**src/efd_pkg.sv**
```systemverilog
`timescale 1ns / 1ps
// ----------------------------------------------------------------------------
// efd_pkg: shared types and constants of the escaped frame deframer
// Phase codes, result codes, register indexes and the channel payload types.
// ----------------------------------------------------------------------------
package efd_pkg;

  localparam int unsigned CFG_INDEX_W = 3;
  localparam int unsigned CFG_DATA_W  = 16;

  // Configuration register indexes.
  localparam logic [CFG_INDEX_W-1:0] REG_CRC_POLYNOMIAL  = 3'd0;
  localparam logic [CFG_INDEX_W-1:0] REG_CRC_INITIAL     = 3'd1;
  localparam logic [CFG_INDEX_W-1:0] REG_ESCAPE_LEADER   = 3'd2;
  localparam logic [CFG_INDEX_W-1:0] REG_CODE_FOR_FF     = 3'd3;
  localparam logic [CFG_INDEX_W-1:0] REG_CODE_FOR_LEADER = 3'd4;

  // Register reset values.
  localparam logic [15:0] RST_CRC_POLYNOMIAL  = 16'h1021;
  localparam logic [15:0] RST_CRC_INITIAL     = 16'hFFFF;
  localparam logic [7:0]  RST_ESCAPE_LEADER   = 8'hFE;
  localparam logic [7:0]  RST_CODE_FOR_FF     = 8'h01;
  localparam logic [7:0]  RST_CODE_FOR_LEADER = 8'h02;

  localparam logic [7:0]  SYNC_BYTE = 8'hFF;

  // Parser phases.
  localparam logic [3:0] PH_HUNT1   = 4'd0;
  localparam logic [3:0] PH_HUNT2   = 4'd1;
  localparam logic [3:0] PH_TYPE    = 4'd2;
  localparam logic [3:0] PH_SEQ_HI  = 4'd3;
  localparam logic [3:0] PH_SEQ_LO  = 4'd4;
  localparam logic [3:0] PH_LEN_HI  = 4'd5;
  localparam logic [3:0] PH_LEN_LO  = 4'd6;
  localparam logic [3:0] PH_PAYLOAD = 4'd7;
  localparam logic [3:0] PH_CRC_HI  = 4'd8;
  localparam logic [3:0] PH_CRC_LO  = 4'd9;

  // Result kinds and frame status codes.
  localparam logic       KIND_DATA  = 1'b0;
  localparam logic       KIND_END   = 1'b1;
  localparam logic [1:0] ST_OK      = 2'd0;
  localparam logic [1:0] ST_CRC_BAD = 2'd1;
  localparam logic [1:0] ST_ESC_ERR = 2'd2;

  typedef struct packed {
    logic [15:0] crc_polynomial;
    logic [15:0] crc_initial;
    logic [7:0]  escape_leader;
    logic [7:0]  code_for_ff;
    logic [7:0]  code_for_leader;
  } cfg_t;

  typedef struct packed {
    logic        kind;
    logic [7:0]  data_byte;
    logic [7:0]  frame_type;
    logic [15:0] sequence_res;
    logic [15:0] payload_length;
    logic [15:0] received_crc;
    logic [1:0]  status;
  } result_t;

endpackage

```
**src/efd_if.sv**
```systemverilog
`timescale 1ns / 1ps
// ----------------------------------------------------------------------------
// efd_if: channel interfaces of the escaped frame deframer
// Received byte channel, result channel and configuration write channel.
// ----------------------------------------------------------------------------
interface efd_rx_if;
  logic       valid;
  logic       ready;
  logic [7:0] rx_byte;
  modport source (output valid, output rx_byte, input ready);
  modport sink   (input valid, input rx_byte, output ready);
endinterface

interface efd_res_if;
  logic        valid;
  logic        ready;
  logic        kind;
  logic [7:0]  data_byte;
  logic [7:0]  frame_type;
  logic [15:0] sequence_res;
  logic [15:0] payload_length;
  logic [15:0] received_crc;
  logic [1:0]  status;
  modport source (output valid, output kind, output data_byte, output frame_type,
                  output sequence_res, output payload_length, output received_crc,
                  output status, input ready);
  modport sink   (input valid, input kind, input data_byte, input frame_type,
                  input sequence_res, input payload_length, input received_crc,
                  input status, output ready);
endinterface

interface efd_cfg_if;
  logic                               valid;
  logic                               ready;
  logic [efd_pkg::CFG_INDEX_W-1:0]    index;
  logic [efd_pkg::CFG_DATA_W-1:0]     wdata;
  modport source (output valid, output index, output wdata, input ready);
  modport sink   (input valid, input index, input wdata, output ready);
endinterface

```
**src/escaped_frame_deframer_crc16.sv**
```systemverilog
`timescale 1ns / 1ps
// ----------------------------------------------------------------------------
// escaped_frame_deframer_crc16: byte-stuffed frame receiver with CRC16 check
// Finds 0xFF 0xFF sync, reads the header, unescapes payload and trailer and
// reports every payload byte and a frame end status.
// ----------------------------------------------------------------------------
// Usage:
//   rx  carries one raw link byte per word (valid/ready).
//   res carries result words: a decoded payload byte (kind 0) or a frame end
//       report (kind 1) with status ok, CRC mismatch or invalid escape.
//       Header fields of the current frame ride along on every word.
//   cfg writes the five configuration registers; it is always ready, and is
//       to be used only while no byte is in flight.
// Timing: a byte is taken into an input register; when the parser steps it
//   updates its state and loads any result word into the output register,
//   from which the word is offered on res.
//   One byte per cycle is sustained while res does not hold off a result
//   word; the CRC update of a whole byte is combinational within the
//   parser step.
// Reset: synchronous; the block hunts for sync, registers return to their
//   default settings and both the input and output registers empty.
// Stall: while the receiver holds off a pending result word, the parser
//   waits and one more byte is held in the input register before rx.ready
//   drops; nothing is lost or repeated.
// ----------------------------------------------------------------------------
module escaped_frame_deframer_crc16 (
  input  logic       clk,
  input  logic       rst,
  efd_rx_if.sink     rx,
  efd_res_if.source  res,
  efd_cfg_if.sink    cfg
);

  efd_pkg::cfg_t    regs;
  efd_pkg::result_t p_res;
  efd_pkg::result_t out_word;
  logic             p_valid;
  logic             in_valid;
  logic [7:0]       in_byte;
  logic             out_valid;
  logic             advance;
  logic             step;

  efd_cfg_regs u_cfg (
    .clk  (clk),
    .rst  (rst),
    .cfg  (cfg),
    .regs (regs)
  );

  // The parser may move only when its result has a free place to go.
  assign advance  = !out_valid || res.ready;
  assign step     = in_valid && advance;
  assign rx.ready = !in_valid || advance;

  always_ff @(posedge clk) begin
    if (rst) begin
      in_valid <= 1'b0;
    end else if (rx.valid && rx.ready) begin
      in_valid <= 1'b1;
    end else if (advance) begin
      in_valid <= 1'b0;
    end
  end

  always_ff @(posedge clk) begin
    if (rx.valid && rx.ready) in_byte <= rx.rx_byte;
  end

  efd_parser u_parser (
    .clk       (clk),
    .rst       (rst),
    .step      (step),
    .rx_byte   (in_byte),
    .regs      (regs),
    .res_valid (p_valid),
    .res       (p_res)
  );

  always_ff @(posedge clk) begin
    if (rst) begin
      out_valid <= 1'b0;
    end else if (step && p_valid) begin
      out_valid <= 1'b1;
    end else if (res.ready) begin
      out_valid <= 1'b0;
    end
  end

  always_ff @(posedge clk) begin
    if (step && p_valid) out_word <= p_res;
  end

  assign res.valid          = out_valid;
  assign res.kind           = out_word.kind;
  assign res.data_byte      = out_word.data_byte;
  assign res.frame_type     = out_word.frame_type;
  assign res.sequence_res   = out_word.sequence_res;
  assign res.payload_length = out_word.payload_length;
  assign res.received_crc   = out_word.received_crc;
  assign res.status         = out_word.status;

  // An empty input register always takes a new byte.
  a_rx_ready_when_empty: assert property (@(posedge clk) disable iff (rst)
    !in_valid |-> rx.ready)
    else $error("input register empty but rx not ready");

  // A byte held back by a stalled output stays in the input register.
  a_held_byte_kept: assert property (@(posedge clk) disable iff (rst)
    in_valid && !advance |=> in_valid && $stable(in_byte))
    else $error("stalled byte lost from input register");

  // Only frame end reports carry a nonzero status.
  a_status_on_end: assert property (@(posedge clk) disable iff (rst)
    res.valid && res.status != efd_pkg::ST_OK |-> res.kind == efd_pkg::KIND_END)
    else $error("nonzero status on a payload word");

  // The output register is empty right after reset.
  a_empty_after_reset: assert property (@(posedge clk) disable iff (rst)
    $past(rst) |-> !res.valid)
    else $error("result valid right after reset");

endmodule

```
**src/efd_cfg_regs.sv**
```systemverilog
`timescale 1ns / 1ps
// ----------------------------------------------------------------------------
// efd_cfg_regs: configuration register file
// Holds CRC polynomial, CRC initial value and the escape settings.
// ----------------------------------------------------------------------------
module efd_cfg_regs (
  input  logic         clk,
  input  logic         rst,
  efd_cfg_if.sink      cfg,
  output efd_pkg::cfg_t regs
);

  assign cfg.ready = 1'b1;

  always_ff @(posedge clk) begin
    if (rst) begin
      regs.crc_polynomial  <= efd_pkg::RST_CRC_POLYNOMIAL;
      regs.crc_initial     <= efd_pkg::RST_CRC_INITIAL;
      regs.escape_leader   <= efd_pkg::RST_ESCAPE_LEADER;
      regs.code_for_ff     <= efd_pkg::RST_CODE_FOR_FF;
      regs.code_for_leader <= efd_pkg::RST_CODE_FOR_LEADER;
    end else if (cfg.valid) begin
      case (cfg.index)
        efd_pkg::REG_CRC_POLYNOMIAL:  regs.crc_polynomial  <= cfg.wdata;
        efd_pkg::REG_CRC_INITIAL:     regs.crc_initial     <= cfg.wdata;
        efd_pkg::REG_ESCAPE_LEADER:   regs.escape_leader   <= cfg.wdata[7:0];
        efd_pkg::REG_CODE_FOR_FF:     regs.code_for_ff     <= cfg.wdata[7:0];
        efd_pkg::REG_CODE_FOR_LEADER: regs.code_for_leader <= cfg.wdata[7:0];
        default: begin
        end
      endcase
    end
  end

endmodule

```
**src/efd_crc_byte.sv**
```systemverilog
`timescale 1ns / 1ps
// ----------------------------------------------------------------------------
// efd_crc_byte: one-byte CRC16 update
// Eight MSB-first bit steps with a programmable polynomial.
// ----------------------------------------------------------------------------
module efd_crc_byte (
  input  logic [15:0] crc_in,
  input  logic [7:0]  data,
  input  logic [15:0] polynomial,
  output logic [15:0] crc_out
);

  always_comb begin
    logic [15:0] acc;
    acc = crc_in ^ {data, 8'h00};
    for (int k = 0; k < 8; k++) begin
      if (acc[15]) begin
        acc = {acc[14:0], 1'b0} ^ polynomial;
      end else begin
        acc = {acc[14:0], 1'b0};
      end
    end
    crc_out = acc;
  end

endmodule

```
**src/efd_parser.sv**
```systemverilog
`timescale 1ns / 1ps
// ----------------------------------------------------------------------------
// efd_parser: frame state machine with escape decoding and CRC check
// Consumes one byte per step and offers at most one result word.
// ----------------------------------------------------------------------------
module efd_parser (
  input  logic             clk,
  input  logic             rst,
  input  logic             step,
  input  logic [7:0]       rx_byte,
  input  efd_pkg::cfg_t    regs,
  output logic             res_valid,
  output efd_pkg::result_t res
);

  logic [3:0]  phase, phase_next;
  logic        escape_pending, escape_pending_next;
  logic [15:0] crc_acc, crc_acc_next;
  logic [7:0]  held_type, held_type_next;
  logic [15:0] held_sequence, held_sequence_next;
  logic [15:0] held_length, held_length_next;
  logic [15:0] bytes_remaining, bytes_remaining_next;
  logic [7:0]  held_crc_high, held_crc_high_next;

  logic [7:0]  dec_byte;
  logic        dec_have;
  logic        dec_err;
  logic        dec_esc_next;
  logic [7:0]  feed_byte;
  logic [15:0] crc_fed;
  logic [15:0] rcrc;
  logic [15:0] len_full;
  logic [15:0] remaining_dec;

  // Escape decoding of the current byte, used in payload and trailer phases.
  always_comb begin
    dec_byte     = rx_byte;
    dec_have     = 1'b0;
    dec_err      = 1'b0;
    dec_esc_next = 1'b0;
    if (escape_pending) begin
      if (rx_byte == regs.code_for_ff) begin
        dec_byte = 8'hFF;
        dec_have = 1'b1;
      end else if (rx_byte == regs.code_for_leader) begin
        dec_byte = regs.escape_leader;
        dec_have = 1'b1;
      end else begin
        dec_err = 1'b1;
      end
    end else if (rx_byte == regs.escape_leader) begin
      dec_esc_next = 1'b1;
    end else begin
      dec_have = 1'b1;
    end
  end

  assign feed_byte     = (phase == efd_pkg::PH_PAYLOAD) ? dec_byte : rx_byte;
  assign rcrc          = {held_crc_high, dec_byte};
  assign len_full      = {held_length[15:8], rx_byte};
  assign remaining_dec = bytes_remaining - 16'd1;

  efd_crc_byte u_crc (
    .crc_in     (crc_acc),
    .data       (feed_byte),
    .polynomial (regs.crc_polynomial),
    .crc_out    (crc_fed)
  );

  always_comb begin
    phase_next           = phase;
    escape_pending_next  = escape_pending;
    crc_acc_next         = crc_acc;
    held_type_next       = held_type;
    held_sequence_next   = held_sequence;
    held_length_next     = held_length;
    bytes_remaining_next = bytes_remaining;
    held_crc_high_next   = held_crc_high;

    res_valid          = 1'b0;
    res.kind           = efd_pkg::KIND_DATA;
    res.data_byte      = 8'h00;
    res.frame_type     = held_type;
    res.sequence_res   = held_sequence;
    res.payload_length = held_length;
    res.received_crc   = 16'h0000;
    res.status         = efd_pkg::ST_OK;

    case (phase)
      efd_pkg::PH_HUNT1: begin
        if (rx_byte == efd_pkg::SYNC_BYTE) phase_next = efd_pkg::PH_HUNT2;
      end
      efd_pkg::PH_HUNT2: begin
        if (rx_byte == efd_pkg::SYNC_BYTE) begin
          phase_next   = efd_pkg::PH_TYPE;
          crc_acc_next = regs.crc_initial;
        end else begin
          phase_next = efd_pkg::PH_HUNT1;
        end
      end
      efd_pkg::PH_TYPE: begin
        held_type_next = rx_byte;
        crc_acc_next   = crc_fed;
        phase_next     = efd_pkg::PH_SEQ_HI;
      end
      efd_pkg::PH_SEQ_HI: begin
        held_sequence_next = {rx_byte, 8'h00};
        crc_acc_next       = crc_fed;
        phase_next         = efd_pkg::PH_SEQ_LO;
      end
      efd_pkg::PH_SEQ_LO: begin
        held_sequence_next = {held_sequence[15:8], rx_byte};
        crc_acc_next       = crc_fed;
        phase_next         = efd_pkg::PH_LEN_HI;
      end
      efd_pkg::PH_LEN_HI: begin
        held_length_next = {rx_byte, 8'h00};
        crc_acc_next     = crc_fed;
        phase_next       = efd_pkg::PH_LEN_LO;
      end
      efd_pkg::PH_LEN_LO: begin
        held_length_next     = len_full;
        bytes_remaining_next = len_full;
        crc_acc_next         = crc_fed;
        escape_pending_next  = 1'b0;
        phase_next = (len_full == 16'h0000) ? efd_pkg::PH_CRC_HI : efd_pkg::PH_PAYLOAD;
      end
      efd_pkg::PH_PAYLOAD, efd_pkg::PH_CRC_HI, efd_pkg::PH_CRC_LO: begin
        escape_pending_next = dec_esc_next;
        if (dec_err) begin
          // A bad escape code ends the frame at once; the code byte is consumed.
          res_valid  = 1'b1;
          res.kind   = efd_pkg::KIND_END;
          res.status = efd_pkg::ST_ESC_ERR;
          phase_next = efd_pkg::PH_HUNT1;
        end else if (dec_have) begin
          if (phase == efd_pkg::PH_PAYLOAD) begin
            crc_acc_next         = crc_fed;
            bytes_remaining_next = remaining_dec;
            if (remaining_dec == 16'h0000) phase_next = efd_pkg::PH_CRC_HI;
            res_valid     = 1'b1;
            res.data_byte = dec_byte;
          end else if (phase == efd_pkg::PH_CRC_HI) begin
            held_crc_high_next = dec_byte;
            phase_next         = efd_pkg::PH_CRC_LO;
          end else begin
            res_valid        = 1'b1;
            res.kind         = efd_pkg::KIND_END;
            res.received_crc = rcrc;
            res.status = (rcrc == crc_acc) ? efd_pkg::ST_OK : efd_pkg::ST_CRC_BAD;
            phase_next = efd_pkg::PH_HUNT1;
          end
        end
      end
      default: begin
        phase_next          = efd_pkg::PH_HUNT1;
        escape_pending_next = 1'b0;
      end
    endcase
  end

  always_ff @(posedge clk) begin
    if (rst) begin
      phase           <= efd_pkg::PH_HUNT1;
      escape_pending  <= 1'b0;
      crc_acc         <= efd_pkg::RST_CRC_INITIAL;
      held_type       <= 8'h00;
      held_sequence   <= 16'h0000;
      held_length     <= 16'h0000;
      bytes_remaining <= 16'h0000;
      held_crc_high   <= 8'h00;
    end else if (step) begin
      phase           <= phase_next;
      escape_pending  <= escape_pending_next;
      crc_acc         <= crc_acc_next;
      held_type       <= held_type_next;
      held_sequence   <= held_sequence_next;
      held_length     <= held_length_next;
      bytes_remaining <= bytes_remaining_next;
      held_crc_high   <= held_crc_high_next;
    end
  end

endmodule

```
**src/flat_wrapper.sv**
```systemverilog
// flat-port wrapper written by rule: the top's interface ports become plain ports
module escaped_frame_deframer_crc16_flat 
  (clk, rst, rx_valid, rx_rx_byte, rx_ready, res_valid, res_kind, res_data_byte, res_frame_type, res_sequence_res, res_payload_length, res_received_crc, res_status, res_ready, cfg_valid, cfg_index, cfg_wdata, cfg_ready);
  efd_rx_if rx_i ();
  efd_res_if res_i ();
  efd_cfg_if cfg_i ();
  input  logic clk;
  input  logic rst;
  input wire logic [$bits(rx_i.valid)-1:0] rx_valid;
  input wire logic [$bits(rx_i.rx_byte)-1:0] rx_rx_byte;
  output wire logic [$bits(rx_i.ready)-1:0] rx_ready;
  output wire logic [$bits(res_i.valid)-1:0] res_valid;
  output wire logic [$bits(res_i.kind)-1:0] res_kind;
  output wire logic [$bits(res_i.data_byte)-1:0] res_data_byte;
  output wire logic [$bits(res_i.frame_type)-1:0] res_frame_type;
  output wire logic [$bits(res_i.sequence_res)-1:0] res_sequence_res;
  output wire logic [$bits(res_i.payload_length)-1:0] res_payload_length;
  output wire logic [$bits(res_i.received_crc)-1:0] res_received_crc;
  output wire logic [$bits(res_i.status)-1:0] res_status;
  input wire logic [$bits(res_i.ready)-1:0] res_ready;
  input wire logic [$bits(cfg_i.valid)-1:0] cfg_valid;
  input wire logic [$bits(cfg_i.index)-1:0] cfg_index;
  input wire logic [$bits(cfg_i.wdata)-1:0] cfg_wdata;
  output wire logic [$bits(cfg_i.ready)-1:0] cfg_ready;
  assign rx_i.valid = rx_valid;
  assign rx_i.rx_byte = rx_rx_byte;
  assign rx_ready = rx_i.ready;
  assign res_valid = res_i.valid;
  assign res_kind = res_i.kind;
  assign res_data_byte = res_i.data_byte;
  assign res_frame_type = res_i.frame_type;
  assign res_sequence_res = res_i.sequence_res;
  assign res_payload_length = res_i.payload_length;
  assign res_received_crc = res_i.received_crc;
  assign res_status = res_i.status;
  assign res_i.ready = res_ready;
  assign cfg_i.valid = cfg_valid;
  assign cfg_i.index = cfg_index;
  assign cfg_i.wdata = cfg_wdata;
  assign cfg_ready = cfg_i.ready;
  escaped_frame_deframer_crc16 u_core (.clk(clk), .rst(rst), .rx(rx_i), .res(res_i), .cfg(cfg_i));
endmodule
```
**config.mk**
```make
export PLATFORM = sky130hd
export DESIGN_NAME = escaped_frame_deframer_crc16_flat
export DESIGN_NICKNAME = d
export VERILOG_FILES = /design/src/efd_pkg.sv /design/src/efd_if.sv /design/src/escaped_frame_deframer_crc16.sv /design/src/efd_cfg_regs.sv /design/src/efd_crc_byte.sv /design/src/efd_parser.sv /design/src/flat_wrapper.sv
export SDC_FILE = /design/constraint.sdc
export NUM_CORES = 1
export LEC_CHECK = 0
export ABC_CLOCK_PERIOD_IN_PS = 10530
export BUFFER_PORTS_ARGS = -buffer_cell sky130_fd_sc_hd__buf_2
export CORE_MARGIN = 2
export CORE_UTILIZATION = 30
export DETAILED_ROUTE_END_ITERATION = 8
export GPL_TIMING_DRIVEN = 0
export PLACE_DENSITY = 0.43
export SYNTH_ARGS = -nofsm -noshare
export SYNTH_HDL_FRONTEND = slang
export SYNTH_SLANG_ARGS = --single-unit
```
**constraint.sdc**
```tcl
create_clock -name clk -period 10.53 [get_ports clk]
set_clock_uncertainty 0.05 [all_clocks]
set_input_delay 3.159 -clock clk [delete_from_list [all_inputs] [get_ports clk]]
set_output_delay 3.159 -clock clk [all_outputs]
set_load 0.01 [all_outputs]
```
[After elaboration in Yosys (flattened, before gate mapping)]
Cells that the tools add are included.
Operators by class
  add/sub/neg operators: 1
  $mul: 0
  divide/modulo/power cells: 0
  magnitude comparators: 0
  eq/ne operators: 25
  shifts and indexed selects: 0
  multiplexer cells: 60
  bitwise operators: 16
  reductions and logical operators: 37
Operators by type and width (count)
  2-to-1 mux 16 bit: 15
  XOR 16 bit: 9
  one-hot mux 16 bit (2 select lines): 3
  one-hot mux 16 bit (3 select lines): 1
  2-to-1 mux 8 bit: 5
  logical NOT 16 bit: 2
  one-hot mux 4 bit (8 select lines): 1
  2-to-1 mux 4 bit: 7
  == test 8 bit: 3
  2-to-1 mux 1 bit: 22
  AND reduction 2 bit: 9
  == test 16 bit: 1
  == test 4 x 3 -> 1 bit, second input constant: 4
  subtractor 16 x 1 -> 16 bit, second input constant: 1
  AND reduction 6 bit: 2
  inequality test 2 bit, second input constant: 5
  nonzero test 2 bit: 5
  OR reduction 5 bit: 2
  2-to-1 mux 9 bit: 1
  == test 4 x 2 -> 1 bit, second input constant: 2
  == test 4 bit, second input constant: 2
  == test 8 bit, second input constant: 1
  2-to-1 mux 2 bit: 4
  NOT 1 bit: 7
  other kinds (19): 25
Storage, ports and cells
  register bits: 218
  latch bits: 0
  memory bits (writable): 0
  bits in read-only memories: 0
  bits of input ports: 32
  output and inout bits: 70
  word-level logic and storage cells: 165
  memories: 0

[Logic depth before layout (Yosys ltp)]
  depth after elaboration: 26
  depth in mapped cells: 20
  depth with buffers taken out: 15

[Modules after synthesis]
From an unflattened synthesis, not the netlist that was laid out.
Unflattened totals
  cell total of the unflattened synthesis: 1293
  area, all modules: 12325.6 um^2
Modules (own cells, without submodules)
  efd_parser: instances 1, cells an instance 600, area an instance 4794.6 um^2, seq. area each 1701.6 um^2
  efd_crc_byte: instances 1, cells an instance 383, area an instance 2897.8 um^2, seq. area each 0.0 um^2
  escaped_frame_deframer_crc16: instances 1, cells an instance 86, area an instance 2354.8 um^2, seq. area each 2292.2 um^2
  efd_cfg_regs: instances 1, cells an instance 224, area an instance 2278.4 um^2, seq. area each 1121.1 um^2

[Worst setup path after synthesis]
OpenSTA, ideal clock, no wires.
  kind: input to output
  start: input port res_ready
  end: output port rx_ready
  arrival time: 3.367 ns
  data required time: 7.321 ns
  slack: 3.954 ns
  cell stages on the path: 1
  buffers on the path: 0
  path through: nand3b_1
On the way
  longest elaborated chain between the ends: 2
RTL lines
  from (decl): RTL line flat_wrapper.sv:20  | input wire logic [$bits(res_i.ready)-1:0] res_ready;
  logical OR 1 bit: RTL line escaped_frame_deframer_crc16.sv:52  | assign advance = !out_valid || res.ready;
  logical OR 1 bit: RTL line escaped_frame_deframer_crc16.sv:54  | assign rx.ready = !in_valid || advance;
  to (decl): RTL line flat_wrapper.sv:11  | output wire logic [$bits(rx_i.ready)-1:0] rx_ready;
Every way passes these cells.

[Worst setup path after layout]
Same ends and word-level chain as after synthesis.

==> results.sh <==
export IMPL_status="completed"
export IMPL_crit_path_max_incr_delay_ns=0.18
export IMPL_worst_pin_slew_ns=1.16
export IMPL_cts_htree_levels=1
export IMPL_nets=1529
export IMPL_via_per_inst=5.28
export IMPL_vdd_drop_max_uv=97.2
export IMPL_synth_seq_cells=218
export IMPL_fmax_mhz=147
export IMPL_num_vias=10766
export IMPL_antenna_cells=0
export IMPL_setup_viol=0
export IMPL_top_layer_used="met4"
export IMPL_hold_start="u_core.u_parser.held_sequence[8]"
export IMPL_async_reset_ff_share_pct=0
export IMPL_grt_pass1_vias=9914
export IMPL_die_y_microns=205
export IMPL_r2r_start="u_core.in_byte[1]"
export IMPL_numPlacedInstances=1994
export IMPL_pwr_density_cell_mw_per_mm2=142
export IMPL_power_leakage_nw=5.25
export IMPL_drt_iter0_markers=763
export IMPL_r2r_slack_ns=4.32
export IMPL_min_to="u_core.res.sequence_res[8]"
export IMPL_worstSetupPathType="input port to output port"
export IMPL_floorplan_initialDensity_pct=30.5
export IMPL_dr_pass1_iters=5
export IMPL_drt_met1_wl_mm=20.7
export IMPL_slew_headroom_pct=21.8
export IMPL_critPathLaunch="res_ready"
export IMPL_power_mw=2.01
export IMPL_post_synth_num_cell_types=83
export IMPL_cp_num_buf_inv=2
export IMPL_antenna_left=0
export IMPL_hold_path_cell_count=0
export IMPL_synthCells=1369
export IMPL_min_period_over_period_pct=64.6
export IMPL_crit_required_ns=7.32
export IMPL_rr_worst_depth=17
export IMPL_grtUsageTotal_pct=19.5
export IMPL_critPathLaunchType="input port"
export IMPL_regArea_sq_mm=0.00511
export IMPL_mostFrequentLayoutCells="nand2_1 (229), dfxtp_1 (143), buf_2 (110)"
export IMPL_synth_edf_count=75
export IMPL_syn_area_per_cell_sq_um=8.88
export IMPL_yosysTopAreaCell="dfxtp_1"
export IMPL_drive_above_1_share_pct=12.3
export IMPL_synth_ff_type="dfxtp_1"
export IMPL_fillerInstances=4140
export IMPL_globalplace_congestion=0.870
export IMPL_die_area_sq_mm=0.0422
export IMPL_wl_met3_mm=2.38
export IMPL_cts_setup_buffers=0
export IMPL_drt_total_wl_mm=41.5
export IMPL_arrival_ns=3.60
export IMPL_end_kind="output port"
export IMPL_cp_depth=3
export IMPL_yosys_warnings=0
export IMPL_post_place_ws_ns=3.72
export IMPL_clockBufferDepth=3
export IMPL_clk_pin_slew_ns=0.06
export IMPL_cts_tree="done"
export IMPL_drc=0
export IMPL_rsz0062_at_grt="false"
export IMPL_insertion_delay_ns=0.53
export IMPL_max_cap_viol_count=0
export IMPL_grt_ovfl_total=0
export IMPL_final_common_cell="nand2_1"
export IMPL_hold_viol_final=0
export IMPL_slew_violations=0
export IMPL_final_cells=2038
export IMPL_route_met2_wl_mm=17.6
export IMPL_crit_family="buffers and inverters"
export IMPL_synthesis_nets=1403
export IMPL_cpMostUsedCell="buf_2"
export IMPL_multi_input_area_sq_mm=0.00656
export IMPL_row_count=73
export IMPL_worstPathCellList="buf_2, nand3b_1, buf_2"
export IMPL_synth_area_leaders="dfxtp_1 (24%), edfxtp_1 (19%), nand2_1 (7.1%), xnor2_1 (5.3%), mux2i_1 (4.4%)"
export IMPL_yosysSeqAreaShare_pct=42.1
export IMPL_fin_ws_ns=3.72
export IMPL_area_delta_synth_final_pct=16.0
export IMPL_grt_pass1_wl_mm=62.5
export IMPL_dp_hpwl_mm=30.7
export IMPL_post_cts_resized=0
export IMPL_core_sq_mm=0.0399
export IMPL_antenna_found_initial=0
export IMPL_port_buffers=100
export IMPL_crit_fanout=3
export IMPL_cts_inserted_buffers=24
export IMPL_synth_top_cell_area_share_pct=23.5
export IMPL_cts_sinks=218
export IMPL_holdBufCountCts=0
export IMPL_r2r_end="u_core.u_parser.crc_acc[14]"
export IMPL_die_width_microns=205
export IMPL_slowest_stage="nand3b_1"
export IMPL_cts_root_buf="clkbuf_16"
export IMPL_grt_max_degree=68
export IMPL_syn_area_sq_mm=0.0122
export IMPL_hold_slack_ns=0.379
export IMPL_wire_per_inst_microns=20.4
export IMPL_fin_tns_setup_ns=0
export IMPL_min_path_type="flip-flop to flip-flop"
export IMPL_io_pins=102
export IMPL_min_period_ns=6.81
-- per-layer routing --
metal  vias to the layer above  GRT usage, %
met5                         -             0
met4                         0          4.01
met3                        60          2.38
met2                       331          29.2
met1                      5225          29.8
li1                       5150             -
-- area by class of cell --
cell class	count	area share, %
sequential	218	36.3
buffer	101	2.91
clock inverter	5	0.364
clock buffer	39	5.23
timing repair buffer	100	3.55
tap	525	4.66
inverter	19	0.523
multi-input combinational	1031	46.5
-- state kept, by name, summed over array words and instances, names as in the netlist --
register	count
u_core.res.frame_type	8
u_core.in_valid	1
u_core.u_parser.phase	4
u_core.u_parser.held_crc_high	8
u_core.u_parser.held_type	8
u_core.u_parser.held_sequence	16
u_core.u_parser.bytes_remaining	16
u_core.u_parser.held_length	16
u_core.res.kind	1
u_core.res.data_byte	8
u_core.res.status	2
u_core.res.received_crc	16
u_core.u_parser.crc_acc	16
u_core.u_cfg.regs	56
u_core.res.payload_length	16
u_core.res.sequence_res	16
u_core.res.valid	1
u_core.in_byte	8
u_core.u_parser.escape_pending	1
-- worst reg2reg max path, cell delays in order, from the launching register on --
cell and delay [ns]:
edfxtp_1 0.56, xor2_1 0.25, nor4_4 0.66, a31oi_1 0.43, mux2i_2 0.50, or2_4 0.24, buf_6 0.15, o22ai_2 0.11
o31ai_1 0.43, a21oi_1 0.15, xnor2_1 0.54, clkbuf_1 0.47, nand2_1 0.13, xnor2_1 0.37, xnor3_1 0.48, xnor2_1 0.35
a211o_1 0.16, nand3_1 0.06
-- synthesized netlist by cell type, types with 3 or more instances --
cell type,instances
a211o_1,14
a211oi_1,20
a21boi_0,9
a21o_1,4
a21oi_1,95
a221oi_1,3
a22oi_1,21
a311oi_1,8
a31oi_1,11
and2_1,16
and3_1,10
buf_2,10
buf_4,3
clkbuf_1,85
dfxtp_1,143
edfxtp_1,75
inv_1,17
mux2_2,6
mux2i_1,54
nand2_1,229
nand2b_1,8
nand3_1,76
nand4_1,27
nor2_1,97
nor2b_1,3
nor3_1,23
nor3_2,5
nor3b_1,7
nor3b_2,3
nor4_1,15
o211a_1,6
o211ai_1,4
o21ai_0,41
o21ai_1,4
o22ai_1,6
o31ai_1,7
o32a_1,3
or2_2,3
or3_1,11
xnor2_1,74
xnor3_1,16
xor2_1,41
-- metrics by stage --
stage / util (%) / area [sq um]
6_report: 35.4 / 14100
5_1_grt: 35.4 / 14100
4_1_cts: 35.4 / 14100
3_5_place_dp: 33.4 / 13300
3_3_place_gp: 33.4 / 13300
2_1_floorplan: - / 12200
-- report_power, final --
group          internal (mW)  switching [mW]
registers              0.873          0.0115
clock network          0.502           0.344
logic                 0.0979           0.178
total                   1.47           0.534
-- worst max-delay path by stage --
| stage | to | slack (ns) |
|---|---|---|
| final | rx_ready | 3.72 |
| after global routing | rx_ready | 3.68 |
| after CTS | rx_ready | 3.72 |
| after detailed placement | rx_ready | 3.72 |
| after global placement | rx_ready | 3.73 |
| after floorplan | rx_ready | 3.95 |
-- kinds of logic (layout without fill, tap and decap cells) --
family                     Yosys count  in the layout  synth area share [%]
buffers and inverters              120            264                  3.96
AOI/OAI and AO/OA                  284            284                  15.7
DFF                                218            218                  42.1
other                                1              1                0.0308
adders and majority gates            2              2                 0.206
muxes                               61             61                  5.11
xor gates and xnor gates           133            133                  11.5
and+or+nand+nor                    550            550                  21.4
Note: power is estimated with default switching activity, not from simulation.
